### config.mk
export PLATFORM = sky130hd
export DESIGN_NAME = cpc_stage
export DESIGN_NICKNAME = d
export VERILOG_FILES = /design/src/rtl/cpc_pkg.sv /design/src/rtl/cpc_stage.sv
export SDC_FILE = /design/constraint.sdc
export NUM_CORES = 1
export LEC_CHECK = 0
export ABC_AREA = 1
export ABC_CLOCK_PERIOD_IN_PS = 4450
export BUFFER_PORTS_ARGS = -buffer_cell sky130_fd_sc_hd__buf_4
export CAP_MARGIN = 20
export CORE_UTILIZATION = 45
export DETAILED_ROUTE_END_ITERATION = 10
export GPL_TIMING_DRIVEN = 0
export PLACE_DENSITY = 0.67
export REMOVE_ABC_BUFFERS = 1
export SLEW_MARGIN = 20
export SYNTH_ARGS = -nofsm -noshare
export SYNTH_HDL_FRONTEND = slang
export SYNTH_SLANG_ARGS = --single-unit
### constraint.sdc
create_clock -name i_clk -period 4.45 [get_ports i_clk]
set_clock_uncertainty 0.15 [all_clocks]
set_input_delay 0.2225 -clock i_clk [delete_from_list [all_inputs] [get_ports i_clk]]
set_output_delay 0.2225 -clock i_clk [all_outputs]
set_load 0.02 [all_outputs]
### src/rtl/cpc_pkg.sv
// ----------------------------------------------------------------------------
// cpc_pkg: shared types and constants for the cartesian/polar converter
// Holds the pipeline word, the arctangent table and the gain helper.
// ----------------------------------------------------------------------------
`default_nettype none

package cpc_pkg;

    // datapath widths: x, y carry the input scaled by 2^14 plus CORDIC growth
    localparam int XY_W    = 34;
    localparam int Z_W     = 33;
    localparam int FRAC_SH = 14;

    localparam logic [Z_W-1:0] Z_PI = 33'h0_8000_0000;

    // one item travelling down the CORDIC pipe
    typedef struct packed {
        logic                   vld;
        logic                   mode;   // 0 vectoring, 1 rotation
        logic                   zero;   // vectoring input was (0,0)
        logic signed [XY_W-1:0] x;
        logic signed [XY_W-1:0] y;
        logic        [Z_W-1:0]  z;      // binary angle, 2^32 per turn
    } t_cordic;

    // round(atan(2^-i) * 2^32 / (2*pi))
    localparam logic [31:0] ATAN_TAB [32] = '{
        32'h20000000, 32'h12E4051E, 32'h09FB385B, 32'h051111D4,
        32'h028B0D43, 32'h0145D7E1, 32'h00A2F61E, 32'h00517C55,
        32'h0028BE53, 32'h00145F2F, 32'h000A2F98, 32'h000517CC,
        32'h00028BE6, 32'h000145F3, 32'h0000A2FA, 32'h0000517D,
        32'h000028BE, 32'h0000145F, 32'h00000A30, 32'h00000518,
        32'h0000028C, 32'h00000146, 32'h000000A3, 32'h00000051,
        32'h00000029, 32'h00000014, 32'h0000000A, 32'h00000005,
        32'h00000003, 32'h00000001, 32'h00000001, 32'h00000000
    };

    // floor(sqrt(prod(1 + 2^-2i))) in Q30, evaluated at elaboration
    function automatic logic [63:0] gain_root(input int iters);
        logic [63:0] p;
        logic [63:0] v;
        logic [63:0] res;
        logic [63:0] bitv;
        logic [5:0]  sh;
        p = 64'd1 << 60;
        for (int i = 0; i < iters; i++) begin
            sh = 6'(2 * (i & 31));
            p  = p + (p >> sh);
        end
        v    = p;
        res  = '0;
        bitv = 64'd1 << 62;
        while (bitv > v) begin
            bitv = bitv >> 2;
        end
        while (bitv != 64'd0) begin
            if (v >= res + bitv) begin
                v   = v - (res + bitv);
                res = (res >> 1) + bitv;
            end else begin
                res = res >> 1;
            end
            bitv = bitv >> 2;
        end
        return res;
    endfunction

endpackage

`default_nettype wire

### src/rtl/cpc_stage.sv
// ----------------------------------------------------------------------------
// cpc_stage: one CORDIC micro-rotation
// Shift-add step with a fixed shift, vectoring or rotation by item mode.
// ----------------------------------------------------------------------------
`default_nettype none

module cpc_stage #(
    parameter int SHIFT = 0
) (
    input  wire logic             i_clk,
    input  wire logic             i_rst_n,
    input  wire cpc_pkg::t_cordic i_item,
    output logic                  o_ready,
    output cpc_pkg::t_cordic      o_item,
    input  wire logic             i_ready
);
    import cpc_pkg::*;

    localparam logic [4:0]     TAB_IDX = 5'(SHIFT);
    localparam logic [Z_W-1:0] ANG     = {1'b0, ATAN_TAB[TAB_IDX]};

    t_cordic r_item;
    t_cordic n_item;

    logic signed [XY_W-1:0] xs;
    logic signed [XY_W-1:0] ys;
    logic                   up;

    always_comb begin
        xs = i_item.x >>> TAB_IDX;
        ys = i_item.y >>> TAB_IDX;
        // vectoring drives y toward zero, rotation drives z toward zero
        up = i_item.mode ? !i_item.z[Z_W-1] : (i_item.y > 0);
        if (i_item.mode) begin
            up = !i_item.z[Z_W-1];
        end
        n_item = i_item;
        if (i_item.mode ^ up) begin
            n_item.x = i_item.x + ys;
            n_item.y = i_item.y - xs;
        end else begin
            n_item.x = i_item.x - ys;
            n_item.y = i_item.y + xs;
        end
        if (up) begin
            n_item.z = i_item.z + (i_item.mode ? -ANG : ANG);
        end else begin
            n_item.z = i_item.z - (i_item.mode ? -ANG : ANG);
        end
    end

    assign o_ready = !r_item.vld || i_ready;

    always_ff @(posedge i_clk) begin
        if (!i_rst_n) begin
            r_item.vld <= 1'b0;
        end else if (o_ready) begin
            r_item.vld <= n_item.vld;
        end
        if (o_ready) begin
            r_item.mode <= n_item.mode;
            r_item.zero <= n_item.zero;
            r_item.x    <= n_item.x;
            r_item.y    <= n_item.y;
            r_item.z    <= n_item.z;
        end
    end

    assign o_item = r_item;

endmodule

`default_nettype wire

==> flow_summary.json <==
{
  "grtUsageTotal": 0.295,
  "place_ws_ns": 0.317,
  "crit_type": "input port to register",
  "drt_wl_total_um": 35600,
  "p_per_area_nw_per_um2": 293,
  "vias": 10900,
  "relSlewSlack": 0.331,
  "worstHoldStart": "i_item[30]",
  "p_switching_mw": 1.57,
  "fin_ws_ns": 0.513,
  "grt_max_degree": 70,
  "grt_pass1_vias": 10500,
  "ys_top_cells_by_area": "edfxtp_1 29%, nand2_1 16%, ha_1 12%, inv_1 8.7%, nand3_1 6.1%",
  "final_nets": 1997,
  "hp-class": "input port to register",
  "htree_levels": 3,
  "wl_per_cell_um": 16.9,
  "setup_viol": 0,
  "final_cells": 2109,
  "drt-initial-drc-count": 799,
  "switching_share": 0.410,
  "hold_viol": 0,
  "holdPathStages": 2,
  "coreArea_sq_um": 23400,
  "seqPwrFrac": 0.339,
  "layout-drive-gt1-share": 0.159,
  "fin_setup_tns_ns": 0,
  "avgSynthCellArea_sq_um": 6.81,
  "nFillCells": 2352,
  "arrival_ns": 3.92,
  "end_kind": "register",
  "rrSetupSlack_ns": 2.53,
  "area_delta_synth_final_pct": 22.4,
  "via_per_inst": 5.15,
  "netlist_instances": 1571,
  "synth_top_area_share": 0.286,
  "drv_slew": 0,
  "ys_seq_area_frac": 0.288,
  "cp_max_fo": 69,
  "drc": 0,
  "r2r_cells": 3,
  "clock_path_buffers": 2,
  "clock_power_share": 0.226,
  "vdd_drop_max_uv": 247,
  "n_antenna_cell": 0,
  "total_power_mw": 3.84,
  "antenna_found_initial": 0,
  "die_y_um": 156,
  "io_pins": 212,
  "cts_tree": "built",
  "ys_ff_latch": 103,
  "dieWidth_um": 156,
  "leakage_nw": 6.74,
  "maxCapViolCount": 0,
  "cts_setup_buffers": 0,
  "cts_hold_buf": 34,
  "hold_end": "o_item[30]$_DFFE_PP_",
  "yosysWarningCount": 0,
  "dr.pass1.iters": 5,
  "largest_register_ffs": 103,
  "tightestPinTransition_ns": 1.00,
  "synth.distinct_cells": 38,
  "start_util": 0.457,
  "regArea_sq_um": 3080,
  "worstSetupStartpointType": "input port",
  "grt_pass1_wl_um": 55000,
  "place_congestion": 0.938,
  "reg2reg_to": "o_item[103]$_SDFFE_PN0P_",
  "num_rows": 56,
  "clkTransAtPathRegs_ns": 0.08,
  "multiInputGateArea_sq_um": 6380,
  "netlist_area_sq_um": 10700,
  "min_period_over_period": 0.885,
  "clock_sinks": 103,
  "ant_nets": 0,
  "cts_resized": 0,
  "status": "complete, no violations",
  "r2r-start": "o_item[103]$_SDFFE_PN0P_",
  "cts_inserted_buffers": 9,
  "yosysTopAreaCell": "edfxtp_1",
  "port_buffers": 211,
  "worstSkewPairLatency_ns": 0.36,
  "rsz0062_at_grt": "no",
  "cts_root_buf": "clkbuf_16",
  "layout_min_cycle_time_ns": 3.94,
  "placedCellCount": 2059,
  "p_int_mw": 2.26,
  "p_comb_frac": 0.435,
  "gr-total-overflow": 0,
  "die_area_sq_um": 24400,
  "max_freq_mhz": 254,
  "cp_data_required_time_ns": 4.43,
  "detailed_place_hpwl_um": 29000
}
stage by stage:
step	hold WS (ns)	area, sq um	utilization
2_1_floorplan	0.171	10400	-
3_3_place_gp	0.251	12400	0.530
3_5_place_dp	0.252	12400	0.531
4_1_cts	0.0426	13100	0.559
5_1_grt	0.0780	13100	0.560
6_report	0.0517	13100	0.560
critical path, stage by stage:
cell and delay, ns:
dlygate4sd3_1 0.54, buf_4 0.14, inv_1 0.09, nand3_2 0.12, nand2_4 0.58, clkinv_2 0.99
ha_1 0.70, nand2_1 0.09, nand2_1 0.05, a31oi_1 0.19, inv_1 0.06, nand2_1 0.06
nand2_1 0.04
kinds of logic (layout without fill, tap and decap cells):
group,Yosys count,in the layout,synth area share
compound gates,239,239,0.120
xor+xnor,51,51,0.0417
flops,103,103,0.288
buf+inv,298,517,0.116
fa+ha+maj,105,105,0.126
simple gates,775,775,0.308
synth_stat cells:
master    number
xnor2_1        2
dfxtp_1        1
buf_1          1
inv_2          8
a21o_1         3
nand2_2       17
nor4_1         2
o21a_1         2
a21oi_1      109
nand2_1      459
o21ai_2        3
buf_2         14
o21ai_0       83
and2_1         2
nor2_2        13
nand3b_1       3
buf_4         23
edfxtp_1     102
nor3_2         2
o211ai_1       3
xor2_1        49
ha_1         101
nor4_2         2
nor3_1        17
fa_1           4
clkbuf_1       2
nand3_2        4
nor2_1       105
o21bai_1      12
inv_1        247
nand4_1       17
o21ai_1       14
a31oi_1        3
nor2_4         1
a21boi_0       1
nand3_1      131
buf_6          3
a21oi_2        6
routing by layer:
metal	GRT usage	up-vias	wire length, um
met3	0.0217	46	1580
met4	0.0878	0	782
li1	-	5487	-
met5	0	-	0
met2	0.493	304	16300
met1	0.407	5019	16900
how the worst max path moves through the flow:
stage / startpoint / end / slack [ns]
2_1_floorplan: o_item[103]$_SDFFE_PN0P_ / o_item[0]$_DFFE_PP_ / 1.06
3_3_place_gp: i_item[34] / o_item[32]$_DFFE_PP_ / -0.17
3_5_place_dp: i_item[34] / o_item[32]$_DFFE_PP_ / 0.32
4_1_cts: i_item[34] / o_item[32]$_DFFE_PP_ / 0.71
5_1_grt: i_item[102] / o_item[32]$_DFFE_PP_ / 0.24
6_report: i_item[102] / o_item[32]$_DFFE_PP_ / 0.51
cell usage in the layout (no fill, tap or decap), drive strengths merged:
cell	n
o21a	2
xnor2	2
nor4	4
o211ai	3
fa	4
a21oi	115
nand3b	3
a31oi	3
clkbuf	9
dlygate4sd3	34
clkinv	7
ha	101
dfxtp	1
a21boi	1
nor2	119
o21ai	100
xor2	49
and2	2
buf	212
nor3	19
nand4	17
edfxtp	102
a21o	3
nand3	135
inv	255
nand2	476
o21bai	12
power by group through the flow:
stage / Combinational [mW] / Sequential (mW) / Clock (mW)
floorplan: 0.794 / 1.53 / 0
finish: 1.67 / 1.30 / 0.866
CTS: 1.66 / 1.30 / 0.890
global route: 1.84 / 1.32 / 0.918
detailed placement: 1.62 / 1.32 / 0
global placement: 1.61 / 1.33 / 0
layout make-up:
type,count,area share
tap,319,0.0305
clock buffer,9,0.0172
timing repair buffer,246,0.149
inverter,255,0.0732
sequential,103,0.235
clock inverter,7,0.00698
multi-input combinational,1170,0.488
(Power assumes the default switching activity.)
