--- src/rtl/cpc_pkg.sv ---
// ----------------------------------------------------------------------------
// cpc_pkg: shared types and constants for the cartesian/polar converter
// Holds the pipeline word, the arctangent table and the gain helper.
// ----------------------------------------------------------------------------
`default_nettype none

package cpc_pkg;

    // datapath widths: x, y carry the input scaled by 2^14 plus CORDIC growth
    localparam int XY_W    = 34;
    localparam int Z_W     = 33;
    localparam int FRAC_SH = 14;

    localparam logic [Z_W-1:0] Z_PI = 33'h0_8000_0000;

    // one item travelling down the CORDIC pipe
    typedef struct packed {
        logic                   vld;
        logic                   mode;   // 0 vectoring, 1 rotation
        logic                   zero;   // vectoring input was (0,0)
        logic signed [XY_W-1:0] x;
        logic signed [XY_W-1:0] y;
        logic        [Z_W-1:0]  z;      // binary angle, 2^32 per turn
    } t_cordic;

    // round(atan(2^-i) * 2^32 / (2*pi))
    localparam logic [31:0] ATAN_TAB [32] = '{
        32'h20000000, 32'h12E4051E, 32'h09FB385B, 32'h051111D4,
        32'h028B0D43, 32'h0145D7E1, 32'h00A2F61E, 32'h00517C55,
        32'h0028BE53, 32'h00145F2F, 32'h000A2F98, 32'h000517CC,
        32'h00028BE6, 32'h000145F3, 32'h0000A2FA, 32'h0000517D,
        32'h000028BE, 32'h0000145F, 32'h00000A30, 32'h00000518,
        32'h0000028C, 32'h00000146, 32'h000000A3, 32'h00000051,
        32'h00000029, 32'h00000014, 32'h0000000A, 32'h00000005,
        32'h00000003, 32'h00000001, 32'h00000001, 32'h00000000
    };

    // floor(sqrt(prod(1 + 2^-2i))) in Q30, evaluated at elaboration
    function automatic logic [63:0] gain_root(input int iters);
        logic [63:0] p;
        logic [63:0] v;
        logic [63:0] res;
        logic [63:0] bitv;
        logic [5:0]  sh;
        p = 64'd1 << 60;
        for (int i = 0; i < iters; i++) begin
            sh = 6'(2 * (i & 31));
            p  = p + (p >> sh);
        end
        v    = p;
        res  = '0;
        bitv = 64'd1 << 62;
        while (bitv > v) begin
            bitv = bitv >> 2;
        end
        while (bitv != 64'd0) begin
            if (v >= res + bitv) begin
                v   = v - (res + bitv);
                res = (res >> 1) + bitv;
            end else begin
                res = res >> 1;
            end
            bitv = bitv >> 2;
        end
        return res;
    endfunction

endpackage

`default_nettype wire

--- src/rtl/cpc_scale.sv ---
// ----------------------------------------------------------------------------
// cpc_scale: gain compensation and output register
// Multiplies by 1/K, rounds half up, saturates and forms the result fields.
// ----------------------------------------------------------------------------
`default_nettype none

module cpc_scale #(
    parameter int ITERATIONS = 16
) (
    input  wire logic             i_clk,
    input  wire logic             i_rst_n,
    input  wire cpc_pkg::t_cordic i_item,
    output logic                  o_ready,
    output logic                  o_valid,
    output logic                  o_mode,
    output logic [15:0]           o_x,
    output logic [15:0]           o_y,
    output logic [15:0]           o_mag,
    output logic [15:0]           o_angle,
    input  wire logic             i_ready
);
    import cpc_pkg::*;

    localparam logic [63:0] GAIN_ROOT = gain_root(ITERATIONS);
    localparam logic [63:0] GAIN_FULL = (64'd1 << 61) / GAIN_ROOT;
    localparam logic [31:0] GAIN_K    = GAIN_FULL[31:0];
    localparam logic signed [63:0] RND = 64'sh0000_1000_0000_0000;

    // multiply stage
    logic               r1_valid;
    logic               r1_mode;
    logic               r1_zero;
    logic signed [63:0] r1_px;
    logic signed [63:0] r1_py;
    logic [15:0]        r1_angle;

    logic signed [31:0] x32;
    logic signed [31:0] y32;
    logic signed [32:0] k33;
    logic signed [63:0] n1_px;
    logic signed [63:0] n1_py;
    logic [31:0]        z_rnd;
    logic               ready1;
    logic               ready2;

    // output stage
    logic               r2_valid;
    logic               r2_mode;
    logic [15:0]        r2_x;
    logic [15:0]        r2_y;
    logic [15:0]        r2_mag;
    logic [15:0]        r2_angle;

    logic [15:0]        n2_x;
    logic [15:0]        n2_y;
    logic [15:0]        n2_mag;
    logic [15:0]        n2_angle;
    logic signed [63:0] sum_x;
    logic signed [63:0] sum_y;
    logic signed [18:0] vx;
    logic signed [18:0] vy;

    function automatic logic [15:0] sat16(input logic signed [18:0] v);
        logic [15:0] res;
        if (v > 19'sd32767) begin
            res = 16'h7FFF;
        end else if (v < -19'sd32768) begin
            res = 16'h8000;
        end else begin
            res = v[15:0];
        end
        return res;
    endfunction

    always_comb begin
        x32   = i_item.x[31:0];
        y32   = i_item.y[31:0];
        k33   = {1'b0, GAIN_K};
        n1_px = x32 * k33;
        n1_py = y32 * k33;
        z_rnd = i_item.z[31:0] + 32'h0000_8000;
    end

    assign ready2  = !r2_valid || i_ready;
    assign ready1  = !r1_valid || ready2;
    assign o_ready = ready1;

    always_ff @(posedge i_clk) begin
        if (!i_rst_n) begin
            r1_valid <= 1'b0;
        end else if (ready1) begin
            r1_valid <= i_item.vld;
        end
        if (ready1) begin
            r1_mode  <= i_item.mode;
            r1_zero  <= i_item.zero;
            r1_px    <= n1_px;
            r1_py    <= n1_py;
            r1_angle <= z_rnd[31:16];
        end
    end

    always_comb begin
        sum_x    = r1_px + RND;
        sum_y    = r1_py + RND;
        vx       = sum_x[63:45];
        vy       = sum_y[63:45];
        n2_x     = '0;
        n2_y     = '0;
        n2_mag   = '0;
        n2_angle = '0;
        if (r1_mode) begin
            n2_x = sat16(vx);
            n2_y = sat16(vy);
        end else if (!r1_zero) begin
            if (vx < 0) begin
                n2_mag = '0;
            end else if (vx > 19'sd65535) begin
                n2_mag = 16'hFFFF;
            end else begin
                n2_mag = vx[15:0];
            end
            n2_angle = r1_angle;
        end
    end

    always_ff @(posedge i_clk) begin
        if (!i_rst_n) begin
            r2_valid <= 1'b0;
        end else if (ready2) begin
            r2_valid <= r1_valid;
        end
        if (ready2) begin
            r2_mode  <= r1_mode;
            r2_x     <= n2_x;
            r2_y     <= n2_y;
            r2_mag   <= n2_mag;
            r2_angle <= n2_angle;
        end
    end

    assign o_valid = r2_valid;
    assign o_mode  = r2_mode;
    assign o_x     = r2_x;
    assign o_y     = r2_y;
    assign o_mag   = r2_mag;
    assign o_angle = r2_angle;

endmodule

`default_nettype wire

--- config.mk ---
export PLATFORM = sky130hd
export DESIGN_NAME = cpc_scale
export DESIGN_NICKNAME = d
export VERILOG_FILES = /design/src/rtl/cpc_pkg.sv /design/src/rtl/cpc_scale.sv
export SDC_FILE = /design/constraint.sdc
export NUM_CORES = 2
export LEC_CHECK = 0
export BUFFER_PORTS_ARGS = -buffer_cell sky130_fd_sc_hd__buf_4
export CAP_MARGIN = 0
export CORE_MARGIN = 3
export CORE_UTILIZATION = 55
export CTS_CLUSTER_DIAMETER = 80
export DETAILED_ROUTE_END_ITERATION = 7
export PLACE_DENSITY = 0.75
export SLEW_MARGIN = 20
export SYNTH_ARGS = -nofsm -noshare
export SYNTH_HDL_FRONTEND = slang
export SYNTH_SLANG_ARGS = --single-unit
--- constraint.sdc ---
create_clock -name i_clk -period 7.6 [get_ports i_clk]
set_input_delay 0.76 -clock i_clk [delete_from_list [all_inputs] [get_ports i_clk]]
set_output_delay 0.76 -clock i_clk [all_outputs]
set_load 0.02 [all_outputs]
==> summary.md <==
| Metric | Value |
|---|---|
| Most frequent CP cell | sky130_fd_sc_hd__fa_1 |
| Largest net degree at the start of global routing | between 60 and 70 |
| Gr usage total | 30.9% |
| Num Clock Sinks | around 130 |
| Startpoint of the worst register-to-register path | r1_py[44] |
| Critical path startpoint | i_item[45] |
| Max frequency | between 100 and 150 MHz |
| Worst hold path startpoint | i_item[101] |
| Most used flip-flop cell after synthesis | sky130_fd_sc_hd__edfxtp_1 |
| Fill cells | ~6,400 |
| Kind of critical path | in -> reg |
| Proportion of layout cells with a drive suffix above 1 | 13.3% |
| RePlAce Congestion | 1.02 |
| Num CTS Buffers | 17 |
| Transition time at the pin with the least slew margin | about 1100 ps |
| Worst hold-check slack | roughly 490 ps |
| Final hold violations | 0 |
| Reg2reg setup slack | approximately 4600 ps |
| Cell Area, Synth | between 40,000 and 50,000 sq um |
| Setup bufs post-CTS | 0 |
| Count of non-filler cells in the finished layout | approximately 5,900 |
| First-pass GRT wire length | ~200,000 um |
| Register cell area after layout | ~3700 sq um |
| Number of inserted diodes | 0 |
| Number of global-route vias before repair | 34,600 |
| Synthesized instance count | around 4,300 |
| Required arrival time at the worst endpoint | about 7800 ps |
| Worst slew margin | 28.6% |
| Endpoint, Worst Hold | r1_zero |
| Dpl hpwl | between 100,000 and 150,000 um |
| Initial core utilization | between 50% and 60% |
| Type of element launching the critical path | input pin |
| Placed Cells incl. Taps | 5,838 |
| Count of cells resized by post-cts repair | 0 |
| Number of buffers on the longest clock path | 2 |
| Final Critical Period | roughly 7400 ps |
| Register clock-pin slew on the reported worst setup and hold paths | approximately 70 ps |
| Detailed-route wire length | 124,000 um |
| EDFF count, synth | around 120 |
| Async S/R FF share, synth | 0% |
| Nature of the critical path endpoint | register |
| Type of the worst min-delay path | in -> reg |
| Routed via count divided by cell count | around 5.4 |
| Die width | around 290 um |
| Core area | around 79,000 sq um |
| Final Util | 63.6% |
| Row count | 103 |
| Area Growth Syn to Fin | 14.0% |
| Clock Skews | 12.0 ps |
| Area of the multi-input gates | ~36,000 sq um |
| Synthesized area per cell | a little over 10 sq um |
| Data arrival time of the critical path | 7590 ps |
| Die Height | 290 um |
| Biggest cell delay along the critical path | approximately 590 ps |
| Number of search-and-repair iterations in the first detailed-routing pass | 5 |
| Leftover overflow at the end of global routing | 0 |
| Final setup violating endpoints | 0 |
| CTS Hold Bufs | 0 |
| Iteration-0 DRC Markers | roughly 2,500 |
| Highest net fanout along the worst path | 8 |
| Number of top-level pins | ~170 |
| Via Count | roughly 32,000 |
| Number of remaining DRC errors | 0 |
| Final Max Tran Viols | 0 |
| Number of nets in the finished design | 6,625 |
| Buffers plus inverters on the worst setup path | 4 |
| Register bit total from synthesis | approximately 130 |
| Count of input and output buffers | around 150 |
| Share of synthesized area occupied by flip-flops and latches | around 8.4% |
| Total nets after synthesis | 6,075 |
| Full die area | 83,900 sq um |
| Total of warnings raised by yosys | 0 |
| Number of cells traversed by the worst hold path | 1 |
| Antenna violations before repair | 0 |
| Top Family by Delay on Critical Path | adder cells |
| Worst-path cell with the longest stage delay | sky130_fd_sc_hd__fa_1 |
| Number of distinct library cells after synthesis | 74 |
| Number of cells on the worst reg-to-reg path | 9 |
| Antenna-violating nets left | 0 |
| Worst-path cell chain | buf_4 -> ha_1 -> buf_4 -> nand2_1 -> o21ai_0 -> xor2_1 -> ha_1 -> inv_1 -> fa_1 -> inv_1 -> fa_1 -> fa_1 -> fa_1 -> fa_1 -> ha_1 -> o21a_1 -> a21oi_1 -> a2111oi_0 -> and2_1 -> a2111oi_4 -> nor2_1 -> or4_1 -> o211a_1 |
| Tcrit/Tclk final | between 90% and 100% |
| Endpoint of the worst register-to-register path | o_y[13] |
| Insertion delay to the later sink of the worst-skew pair | approximately 450 ps |
| # H-tree levels | 4 |
| Run status | finished clean |
| Root Buffer Master | sky130_fd_sc_hd__clkbuf_16 |
| Routed length per instance | about 21 um |
| Count of maximum capacitance violations | 0 |
| CTS tree | built |
## final cells by class
class	instances	share of cell area, %
sequential	125	7.40
multi-input combinational	2887	71.2
timing repair buffer	582	8.83
clock buffer	17	0.843
clock inverter	15	0.270
tap	1050	2.60
inverter	1194	8.89
## synthesized netlist by cell type, types with 11 or more instances
| cell | count | area share (%) |
|---|---|---|
| sky130_fd_sc_hd__a211oi_1 | 18 | 0.31 |
| sky130_fd_sc_hd__a21o_1 | 100 | 1.7 |
| sky130_fd_sc_hd__a21oi_1 | 167 | 1.9 |
| sky130_fd_sc_hd__a22oi_1 | 12 | 0.20 |
| sky130_fd_sc_hd__a31oi_1 | 17 | 0.24 |
| sky130_fd_sc_hd__and2_1 | 29 | 0.41 |
| sky130_fd_sc_hd__and3_1 | 26 | 0.37 |
| sky130_fd_sc_hd__clkbuf_1 | 45 | 0.38 |
| sky130_fd_sc_hd__edfxtp_1 | 123 | 8.3 |
| sky130_fd_sc_hd__fa_1 | 906 | 41 |
| sky130_fd_sc_hd__ha_1 | 805 | 23 |
| sky130_fd_sc_hd__inv_1 | 1192 | 10 |
| sky130_fd_sc_hd__nand2_1 | 93 | 0.79 |
| sky130_fd_sc_hd__nand3_1 | 48 | 0.54 |
| sky130_fd_sc_hd__nand4_1 | 28 | 0.40 |
| sky130_fd_sc_hd__nor2_1 | 67 | 0.57 |
| sky130_fd_sc_hd__nor2b_1 | 27 | 0.38 |
| sky130_fd_sc_hd__nor3_1 | 20 | 0.23 |
| sky130_fd_sc_hd__o211ai_1 | 12 | 0.20 |
| sky130_fd_sc_hd__o21a_1 | 11 | 0.19 |
| sky130_fd_sc_hd__o21ai_0 | 110 | 1.2 |
| sky130_fd_sc_hd__xnor2_1 | 105 | 2.1 |
| sky130_fd_sc_hd__xor2_1 | 172 | 3.4 |
## worst reg2reg max path: cells and delay by family (launching register included)
kind	cells	cell delay, ps
flip-flops	1	420
AO/OA/AOI/OAI	4	1070
AND/OR/NAND/NOR	3	810
XOR/XNOR	1	200
adder cells (fa/ha/maj)	1	230
## sequential cells by signal, indices dropped and copies added, names as in the netlist
| register | flops |
|---|---|
| r1_zero | 1 |
| o_mode | 1 |
| o_angle | 16 |
| r1_valid | 1 |
| o_y | 16 |
| o_x | 16 |
| r1_px | 20 |
| o_mag | 16 |
| r1_py | 20 |
| o_valid | 1 |
| r1_mode | 1 |
| r1_angle | 16 |
## how the worst max path moves through the flow
stage	to	slack [ps]	depth (start not counted)
global placement	r1_px[60]	-300	22
CTS	r1_px[60]	90	23
finish	r1_py[54]	200	23
detailed placement	r1_px[60]	-370	23
floorplan	r1_py[54]	280	20
global route	r1_py[54]	-0.5	24
## stage by stage
stage	TNS (ps)	instance area [sq um]	setup WS (ps)
global route	-0.473	50500	-0.473
detailed placement	-3130	49800	-367
floorplan	0	44200	276
CTS	0	50400	85.2
finish	0	50500	202
global placement	-2000	49800	-300
## metal layers
layer / vias to the layer above / track usage (%) / routed length [um]
met5: - / 0 / 0
met4: 0 / 8.61 / 4050
met3: 191 / 4.86 / 9430
met2: 1145 / 49.0 / 56800
met1: 16000 / 44.5 / 54000
li1: 14500 / - / -
## cells by family after synthesis
family          Yosys count  synth area share, %
xor+xnor                277                 5.48
flops                   125                 8.44
compound gates          510                 7.18
simple gates            386                 4.49
fa+ha+maj              1711                 63.8
mux                       3               0.0679
buf+inv                1245                 10.6
## placed cells by master, fill, tap and decap left out, types with 5 or more instances in the layout
cell type and n:
sky130_fd_sc_hd__a21oi_1 167, sky130_fd_sc_hd__a31oi_1 16, sky130_fd_sc_hd__nor3_1 20, sky130_fd_sc_hd__clkbuf_16 17, sky130_fd_sc_hd__nand2b_1 6, sky130_fd_sc_hd__a211oi_1 17
sky130_fd_sc_hd__nand4_1 28, sky130_fd_sc_hd__o211ai_1 12, sky130_fd_sc_hd__xor2_1 169, sky130_fd_sc_hd__inv_6 5, sky130_fd_sc_hd__nor2b_1 27, sky130_fd_sc_hd__inv_1 1191
sky130_fd_sc_hd__and2_1 30, sky130_fd_sc_hd__and3_1 26, sky130_fd_sc_hd__o21a_1 11, sky130_fd_sc_hd__o21bai_1 7, sky130_fd_sc_hd__nor2_1 66, sky130_fd_sc_hd__or2_2 8
sky130_fd_sc_hd__nand2_1 92, sky130_fd_sc_hd__a22oi_1 11, sky130_fd_sc_hd__and4_1 10, sky130_fd_sc_hd__o21ai_1 5, sky130_fd_sc_hd__buf_12 7, sky130_fd_sc_hd__a21o_1 100
sky130_fd_sc_hd__buf_4 575, sky130_fd_sc_hd__nand3_1 48, sky130_fd_sc_hd__xnor2_1 105, sky130_fd_sc_hd__o21ai_0 108, sky130_fd_sc_hd__clkinv_2 5, sky130_fd_sc_hd__fa_1 906
sky130_fd_sc_hd__edfxtp_1 123, sky130_fd_sc_hd__ha_1 805, sky130_fd_sc_hd__a22o_1 6, sky130_fd_sc_hd__a41oi_1 5
Power is not shown: default switching activity piles up to over one toggle a cycle in this logic, so the estimate is an artifact.
