File: config.mk
export PLATFORM = sky130hd
export DESIGN_NAME = cpc_pre
export DESIGN_NICKNAME = d
export VERILOG_FILES = /design/src/rtl/cpc_pkg.sv /design/src/rtl/cpc_pre.sv
export SDC_FILE = /design/constraint.sdc
export NUM_CORES = 1
export LEC_CHECK = 0
export BUFFER_PORTS_ARGS = -buffer_cell sky130_fd_sc_hd__clkbuf_2
export CORE_ASPECT_RATIO = 1.75
export CORE_MARGIN = 5
export CORE_UTILIZATION = 42
export CTS_CLUSTER_DIAMETER = 80
export DETAILED_ROUTE_END_ITERATION = 10
export HOLD_SLACK_MARGIN = 0.08
export PLACE_DENSITY = 0.82
export SETUP_SLACK_MARGIN = 0.1
export SLEW_MARGIN = 20
export SYNTH_ARGS = -nofsm -noshare
export SYNTH_HDL_FRONTEND = slang
export SYNTH_SLANG_ARGS = --single-unit
File: constraint.sdc
create_clock -name i_clk -period 2.5 [get_ports i_clk]
set_input_delay 0.5 -clock i_clk [delete_from_list [all_inputs] [get_ports i_clk]]
set_output_delay 0.5 -clock i_clk [all_outputs]
set_load 0.05 [all_outputs]
File: src/rtl/cpc_pkg.sv
// ----------------------------------------------------------------------------
// cpc_pkg: shared types and constants for the cartesian/polar converter
// Holds the pipeline word, the arctangent table and the gain helper.
// ----------------------------------------------------------------------------
`default_nettype none

package cpc_pkg;

    // datapath widths: x, y carry the input scaled by 2^14 plus CORDIC growth
    localparam int XY_W    = 34;
    localparam int Z_W     = 33;
    localparam int FRAC_SH = 14;

    localparam logic [Z_W-1:0] Z_PI = 33'h0_8000_0000;

    // one item travelling down the CORDIC pipe
    typedef struct packed {
        logic                   vld;
        logic                   mode;   // 0 vectoring, 1 rotation
        logic                   zero;   // vectoring input was (0,0)
        logic signed [XY_W-1:0] x;
        logic signed [XY_W-1:0] y;
        logic        [Z_W-1:0]  z;      // binary angle, 2^32 per turn
    } t_cordic;

    // round(atan(2^-i) * 2^32 / (2*pi))
    localparam logic [31:0] ATAN_TAB [32] = '{
        32'h20000000, 32'h12E4051E, 32'h09FB385B, 32'h051111D4,
        32'h028B0D43, 32'h0145D7E1, 32'h00A2F61E, 32'h00517C55,
        32'h0028BE53, 32'h00145F2F, 32'h000A2F98, 32'h000517CC,
        32'h00028BE6, 32'h000145F3, 32'h0000A2FA, 32'h0000517D,
        32'h000028BE, 32'h0000145F, 32'h00000A30, 32'h00000518,
        32'h0000028C, 32'h00000146, 32'h000000A3, 32'h00000051,
        32'h00000029, 32'h00000014, 32'h0000000A, 32'h00000005,
        32'h00000003, 32'h00000001, 32'h00000001, 32'h00000000
    };

    // floor(sqrt(prod(1 + 2^-2i))) in Q30, evaluated at elaboration
    function automatic logic [63:0] gain_root(input int iters);
        logic [63:0] p;
        logic [63:0] v;
        logic [63:0] res;
        logic [63:0] bitv;
        logic [5:0]  sh;
        p = 64'd1 << 60;
        for (int i = 0; i < iters; i++) begin
            sh = 6'(2 * (i & 31));
            p  = p + (p >> sh);
        end
        v    = p;
        res  = '0;
        bitv = 64'd1 << 62;
        while (bitv > v) begin
            bitv = bitv >> 2;
        end
        while (bitv != 64'd0) begin
            if (v >= res + bitv) begin
                v   = v - (res + bitv);
                res = (res >> 1) + bitv;
            end else begin
                res = res >> 1;
            end
            bitv = bitv >> 2;
        end
        return res;
    endfunction

endpackage

`default_nettype wire

File: src/rtl/cpc_pre.sv
// ----------------------------------------------------------------------------
// cpc_pre: input stage
// Unpacks a request, folds it into the right half-plane and scales to Q14.
// ----------------------------------------------------------------------------
`default_nettype none

module cpc_pre (
    input  wire logic             i_clk,
    input  wire logic             i_rst_n,
    input  wire logic             i_valid,
    output logic                  o_ready,
    input  wire logic             i_cmd,
    input  wire logic [15:0]      i_in_x,
    input  wire logic [15:0]      i_in_y,
    input  wire logic [14:0]      i_in_mag,
    input  wire logic [15:0]      i_in_angle,
    output cpc_pkg::t_cordic      o_item,
    input  wire logic             i_ready
);
    import cpc_pkg::*;

    localparam logic signed [16:0] QUARTER = 17'sh04000;
    localparam logic signed [16:0] HALF    = 17'sh08000;

    t_cordic r_item;
    t_cordic n_item;

    logic signed [XY_W-1:0] sx;
    logic signed [XY_W-1:0] sy;
    logic signed [XY_W-1:0] smag;
    logic signed [16:0]     ang;
    logic signed [16:0]     ang_adj;

    always_comb begin
        sx      = XY_W'($signed(i_in_x));
        sy      = XY_W'($signed(i_in_y));
        smag    = XY_W'({1'b0, i_in_mag});
        ang     = {i_in_angle[15], i_in_angle};
        ang_adj = ang;
        n_item      = '0;
        n_item.vld  = i_valid;
        n_item.mode = i_cmd;
        if (!i_cmd) begin
            n_item.zero = (i_in_x == 16'd0) && (i_in_y == 16'd0);
            if (sx < 0) begin
                n_item.x = (-sx) <<< FRAC_SH;
                n_item.y = (-sy) <<< FRAC_SH;
                n_item.z = Z_PI;
            end else begin
                n_item.x = sx <<< FRAC_SH;
                n_item.y = sy <<< FRAC_SH;
                n_item.z = '0;
            end
        end else begin
            // beyond +-pi/2: start from -mag and shift the angle by pi
            n_item.x = smag <<< FRAC_SH;
            if (ang > QUARTER) begin
                n_item.x = -(smag <<< FRAC_SH);
                ang_adj  = ang - HALF;
            end else if (ang < -QUARTER) begin
                n_item.x = -(smag <<< FRAC_SH);
                ang_adj  = ang + HALF;
            end
            n_item.y = '0;
            n_item.z = {ang_adj, 16'h0000};
        end
    end

    assign o_ready = !r_item.vld || i_ready;

    always_ff @(posedge i_clk) begin
        if (!i_rst_n) begin
            r_item.vld <= 1'b0;
        end else if (o_ready) begin
            r_item.vld <= n_item.vld;
        end
        if (o_ready) begin
            r_item.mode <= n_item.mode;
            r_item.zero <= n_item.zero;
            r_item.x    <= n_item.x;
            r_item.y    <= n_item.y;
            r_item.z    <= n_item.z;
        end
    end

    assign o_item = r_item;

endmodule

`default_nettype wire

==> impl_metrics.prom <==
# TYPE chip_impl_metric gauge
chip_impl_info{name="ys_dominant_reg_cell",value="sky130_fd_sc_hd__edfxtp_1"} 1
chip_impl_metric{name="clkLatencyLatePin",unit="ns"} 0.32
chip_impl_info{name="critical_path_class",value="in2reg"} 1
chip_impl_metric{name="die_height",unit="µm"} 132
chip_impl_metric{name="p_per_area",unit="mW/mm²"} 777
chip_impl_metric{name="wl_per_cell",unit="µm"} 14.7
chip_impl_info{name="worstPathCellList",value="clkbuf_2 -> or4_4 -> or4_4 -> o21ai_0 -> xor2_1 -> mux2i_1"} 1
chip_impl_metric{name="postLayoutCoreUtil",unit="%"} 54.6
chip_impl_metric{name="io_pins",unit=""} 173
chip_impl_metric{name="synth_compound_gate_area_share",unit="%"} 9.77
chip_impl_metric{name="wirelength",unit="µm"} 8470
chip_impl_metric{name="cts_post_setup_buffers_inserted",unit=""} 0
chip_impl_info{name="rsz0062_at_grt",value="no"} 1
chip_impl_metric{name="net_switching_power_of_the_design",unit="W"} 0.00116
chip_impl_metric{name="count_of_tritonroute_iterations_in_the_first_routing_pass",unit=""} 4
chip_impl_metric{name="synthesis.instances",unit=""} 324
chip_impl_metric{name="finalHoldViolCount",unit=""} 0
chip_impl_metric{name="synth_async_sr_flop_share",unit="%"} 0
chip_impl_info{name="timing.critical_path.to_type",value="register"} 1
chip_impl_metric{name="final.setup.tns",unit="ns"} 0
chip_impl_metric{name="final.setup_skew",unit="ns"} 0.00424
chip_impl_metric{name="ff_latch_area",unit="mm²"} 0.00179
chip_impl_metric{name="timing.critical_path.fanout_max",unit=""} 4
chip_impl_metric{name="max_slew.worst_pin.slew",unit="ns"} 0.545
chip_impl_metric{name="final-max-slew-violation-count",unit=""} 0
chip_impl_metric{name="place_congestion",unit=""} 0.873
chip_impl_metric{name="post-layout-total-power",unit="W"} 0.00353
chip_impl_metric{name="layout-area-overhead-vs-synth",unit="%"} 26.9
chip_impl_metric{name="cts_htree_levels",unit=""} 3
chip_impl_metric{name="ir_drop",unit="V"} 0.000407
chip_impl_metric{name="synthSimpleGateAreaFrac",unit="%"} 14.5
chip_impl_metric{name="route.vias.total",unit=""} 2809
chip_impl_metric{name="synth_xor_xnor_area_share",unit="%"} 9.56
chip_impl_metric{name="timing.critical_path.buf_inv",unit=""} 1
chip_impl_info{name="most_repeated_library_cell_on_the_critical_path",value="sky130_fd_sc_hd__or4_4"} 1
chip_impl_metric{name="drt-vias-per-instance",unit=""} 4.86
chip_impl_metric{name="number_of_hold_buffers_added_after_cts",unit=""} 0
chip_impl_metric{name="grt_pass1_vias",unit=""} 2794
chip_impl_metric{name="grt_max_degree",unit=""} 60
chip_impl_metric{name="highest_clock_frequency_the_design_can_meet",unit="MHz"} 467
chip_impl_metric{name="mappedNetlistArea",unit="mm²"} 0.00357
chip_impl_info{name="clk_root_buffer_cell",value="sky130_fd_sc_hd__clkbuf_16"} 1
chip_impl_metric{name="yosys-mux-area-fraction",unit="%"} 2.80
chip_impl_metric{name="hpwl_reported_at_the_end_of_detailed_placement",unit="µm"} 6800
chip_impl_metric{name="grt_pass1_wl",unit="µm"} 13000
chip_impl_metric{name="cell_leakage_power",unit="nW"} 2.08
chip_impl_info{name="timing.critical_path.from_type",value="input port"} 1
chip_impl_metric{name="clock_sinks",unit=""} 60
chip_impl_metric{name="die_area",unit="mm²"} 0.0105
chip_impl_info{name="result_of_the_run",value="completed"} 1
chip_impl_metric{name="finalWorstSetupSlack",unit="ns"} 0.358
chip_impl_metric{name="fillerInstances",unit=""} 747
chip_impl_metric{name="final.period_utilization",unit="%"} 85.7
chip_impl_metric{name="synth.yosys.seq_area_share",unit="%"} 50.1
chip_impl_metric{name="insertedDiodeCount",unit=""} 0
chip_impl_metric{name="clk_pin_slew_worst_paths",unit="ns"} 0.05
chip_impl_info{name="crit_slowest_cell",value="sky130_fd_sc_hd__or4_4"} 1
chip_impl_info{name="synth_area_leader_cell",value="sky130_fd_sc_hd__edfxtp_1"} 1
chip_impl_metric{name="part_of_the_power_in_registers",unit="%"} 35.6
chip_impl_metric{name="final_net_count",unit=""} 529
chip_impl_metric{name="syn_area_per_cell",unit="µm²"} 11.0
chip_impl_metric{name="port_buffers",unit=""} 128
chip_impl_metric{name="internal_power",unit="W"} 0.00236
chip_impl_info{name="path_delay_family",value="simple AND/OR/NAND/NOR gates"} 1
chip_impl_info{name="final_cell_mix",value="sky130_fd_sc_hd__clkbuf_2 (127), sky130_fd_sc_hd__edfxtp_1 (59), sky130_fd_sc_hd__conb_1 (44)"} 1
chip_impl_metric{name="floorplan.die.width",unit="µm"} 79.7
chip_impl_info{name="tritoncts",value="done"} 1
chip_impl_metric{name="power.combinational.fraction",unit="%"} 26.4
chip_impl_info{name="post_synth_main_area_contributors",value="sky130_fd_sc_hd__edfxtp_1 (50%), sky130_fd_sc_hd__buf_4 (9.2%), sky130_fd_sc_hd__xor2_1 (8.3%), sky130_fd_sc_hd__mux2i_1 (2.8%), sky130_fd_sc_hd__nor2_1 (2.6%)"} 1
chip_impl_metric{name="pre_cts_slack",unit="ns"} 0.0318
chip_impl_metric{name="timing.critical_path.required",unit="ns"} 2.56
chip_impl_metric{name="ys_types",unit=""} 40
chip_impl_metric{name="critical_path.max_stage_delay",unit="ns"} 0.55
chip_impl_metric{name="synth-warning-count",unit=""} 0
chip_impl_metric{name="global_route.usage.total",unit="%"} 16.0
chip_impl_metric{name="detail_route.iter0.violations",unit=""} 122
chip_impl_metric{name="sw_frac_of_total",unit="%"} 33.0
chip_impl_metric{name="core-area",unit="mm²"} 0.00831
chip_impl_metric{name="largest_register_ffs",unit=""} 60
chip_impl_metric{name="fp-row-count",unit=""} 44
chip_impl_info{name="layout_commonest_cell",value="sky130_fd_sc_hd__clkbuf_2"} 1
chip_impl_metric{name="area_occupied_by_multi_input_gates",unit="mm²"} 0.00151
chip_impl_metric{name="synthAdderAreaFrac",unit="%"} 1.05
chip_impl_metric{name="ys_ff_latch",unit=""} 60
chip_impl_metric{name="start_util",unit="%"} 43.0
chip_impl_info{name="hold_path.class",value="in2reg"} 1
chip_impl_metric{name="drive_gt1_share",unit="%"} 34.6
chip_impl_metric{name="synth-edff-count",unit=""} 59
chip_impl_info{name="combinational_family_with_the_most_area_after_synthesis",value="simple AND/OR/NAND/NOR gates"} 1
chip_impl_metric{name="synth_top_area_share",unit="%"} 49.6
chip_impl_metric{name="cts_buffer_depth",unit=""} 2
chip_impl_metric{name="max-cap-violations",unit=""} 0
chip_impl_metric{name="period_minus_slack",unit="ns"} 2.14
chip_impl_metric{name="ant_nets",unit=""} 0
chip_impl_metric{name="report.final.setup_viol",unit=""} 0
chip_impl_metric{name="post_route_drc",unit=""} 0
chip_impl_metric{name="total_congestion_overflow",unit=""} 0
chip_impl_metric{name="worst_slew_margin_rel",unit="%"} 63.6
chip_impl_metric{name="power.clock.fraction",unit="%"} 37.9
chip_impl_metric{name="cts_inserted_buffers",unit=""} 9
chip_impl_metric{name="antenna_found_initial",unit=""} 0
chip_impl_metric{name="crit_arrival",unit="ns"} 2.20
chip_impl_metric{name="cts_resized",unit=""} 0
## worst reg2reg max path, cell delays in order (launching register included)
cell	delay, ns
sky130_fd_sc_hd__dfxtp_1	0.31
sky130_fd_sc_hd__nand2b_2	0.16
sky130_fd_sc_hd__buf_4	0.45
## metrics by stage
stage,cell area (µm²),hold WS (ns),cells
floorplan,3740,0.599,367
global placement,4210,0.726,562
detailed placement,4210,0.763,562
CTS,4540,0.417,578
global route,4540,0.429,578
finish,4540,0.417,578
## synth_stat cells (2+ instances only)
library cell,number
sky130_fd_sc_hd__or4_1,3
sky130_fd_sc_hd__nor2_1,25
sky130_fd_sc_hd__nand2b_1,5
sky130_fd_sc_hd__xnor2_1,5
sky130_fd_sc_hd__nand2_1,14
sky130_fd_sc_hd__clkbuf_1,8
sky130_fd_sc_hd__inv_1,10
sky130_fd_sc_hd__o41ai_1,2
sky130_fd_sc_hd__and2_1,14
sky130_fd_sc_hd__nor4_1,7
sky130_fd_sc_hd__nor3_1,7
sky130_fd_sc_hd__buf_6,2
sky130_fd_sc_hd__xor2_1,34
sky130_fd_sc_hd__or3_1,6
sky130_fd_sc_hd__a41oi_1,2
sky130_fd_sc_hd__buf_4,44
sky130_fd_sc_hd__nor2b_1,2
sky130_fd_sc_hd__a21oi_1,11
sky130_fd_sc_hd__edfxtp_1,59
sky130_fd_sc_hd__o211ai_1,3
sky130_fd_sc_hd__or4_4,3
sky130_fd_sc_hd__o21ai_0,15
sky130_fd_sc_hd__or2_2,3
sky130_fd_sc_hd__nand3b_1,2
sky130_fd_sc_hd__mux2i_1,10
sky130_fd_sc_hd__o31ai_1,12
sky130_fd_sc_hd__ha_1,3
## metal layers
layer  GRT usage, %  part of all wire [%]  vias to the layer above
met5              0                     0                        -
met4           11.1                   4.2                        0
met3           3.97                   7.4                       25
met2           28.7                    54                      137
met1           15.5                    34                     1305
li1               -                     -                     1342
## worst paths after layout
check              startpoint          end  slack, ns  cells after the start
setup reg to reg  o_item[103]   o_item[81]       1.21                      2
hold / removal        i_valid  o_item[103]       0.42                      3
setup / recovery  i_in_mag[4]   o_item[90]       0.36                      6
hold reg to reg   o_item[103]   o_item[61]       0.96                      2
## power groups by stage
stage	Combinational [W]	Sequential [W]	Clock (W)
2_1_floorplan	0.000396	0.00164	0
3_3_place_gp	0.000921	0.00127	0
3_5_place_dp	0.000935	0.00128	0
4_1_cts	0.000936	0.00126	0.00136
5_1_grt	0.000981	0.00126	0.00142
6_report	0.000932	0.00126	0.00134
## area by class of cell
class	count	area share [%]
clock buffer	13	5.74
clock inverter	3	1.52
inverter	10	0.828
multi-input combinational	242	33.4
sequential	60	39.5
tap	115	3.17
timing repair buffer	135	15.9
## kinds of logic (layout without fill, tap and decap cells)
| kind of cell | Yosys count | after routing |
|---|---|---|
| buffers and inverters | 65 | 161 |
| DFF | 60 | 60 |
| other | 1 | 44 |
| and+or+nand+nor | 95 | 95 |
| adders and majority gates | 3 | 3 |
| AOI/OAI and AO/OA | 51 | 51 |
| muxes | 10 | 10 |
| xor gates and xnor gates | 39 | 39 |
Note: power is estimated with default switching activity, not from simulation.
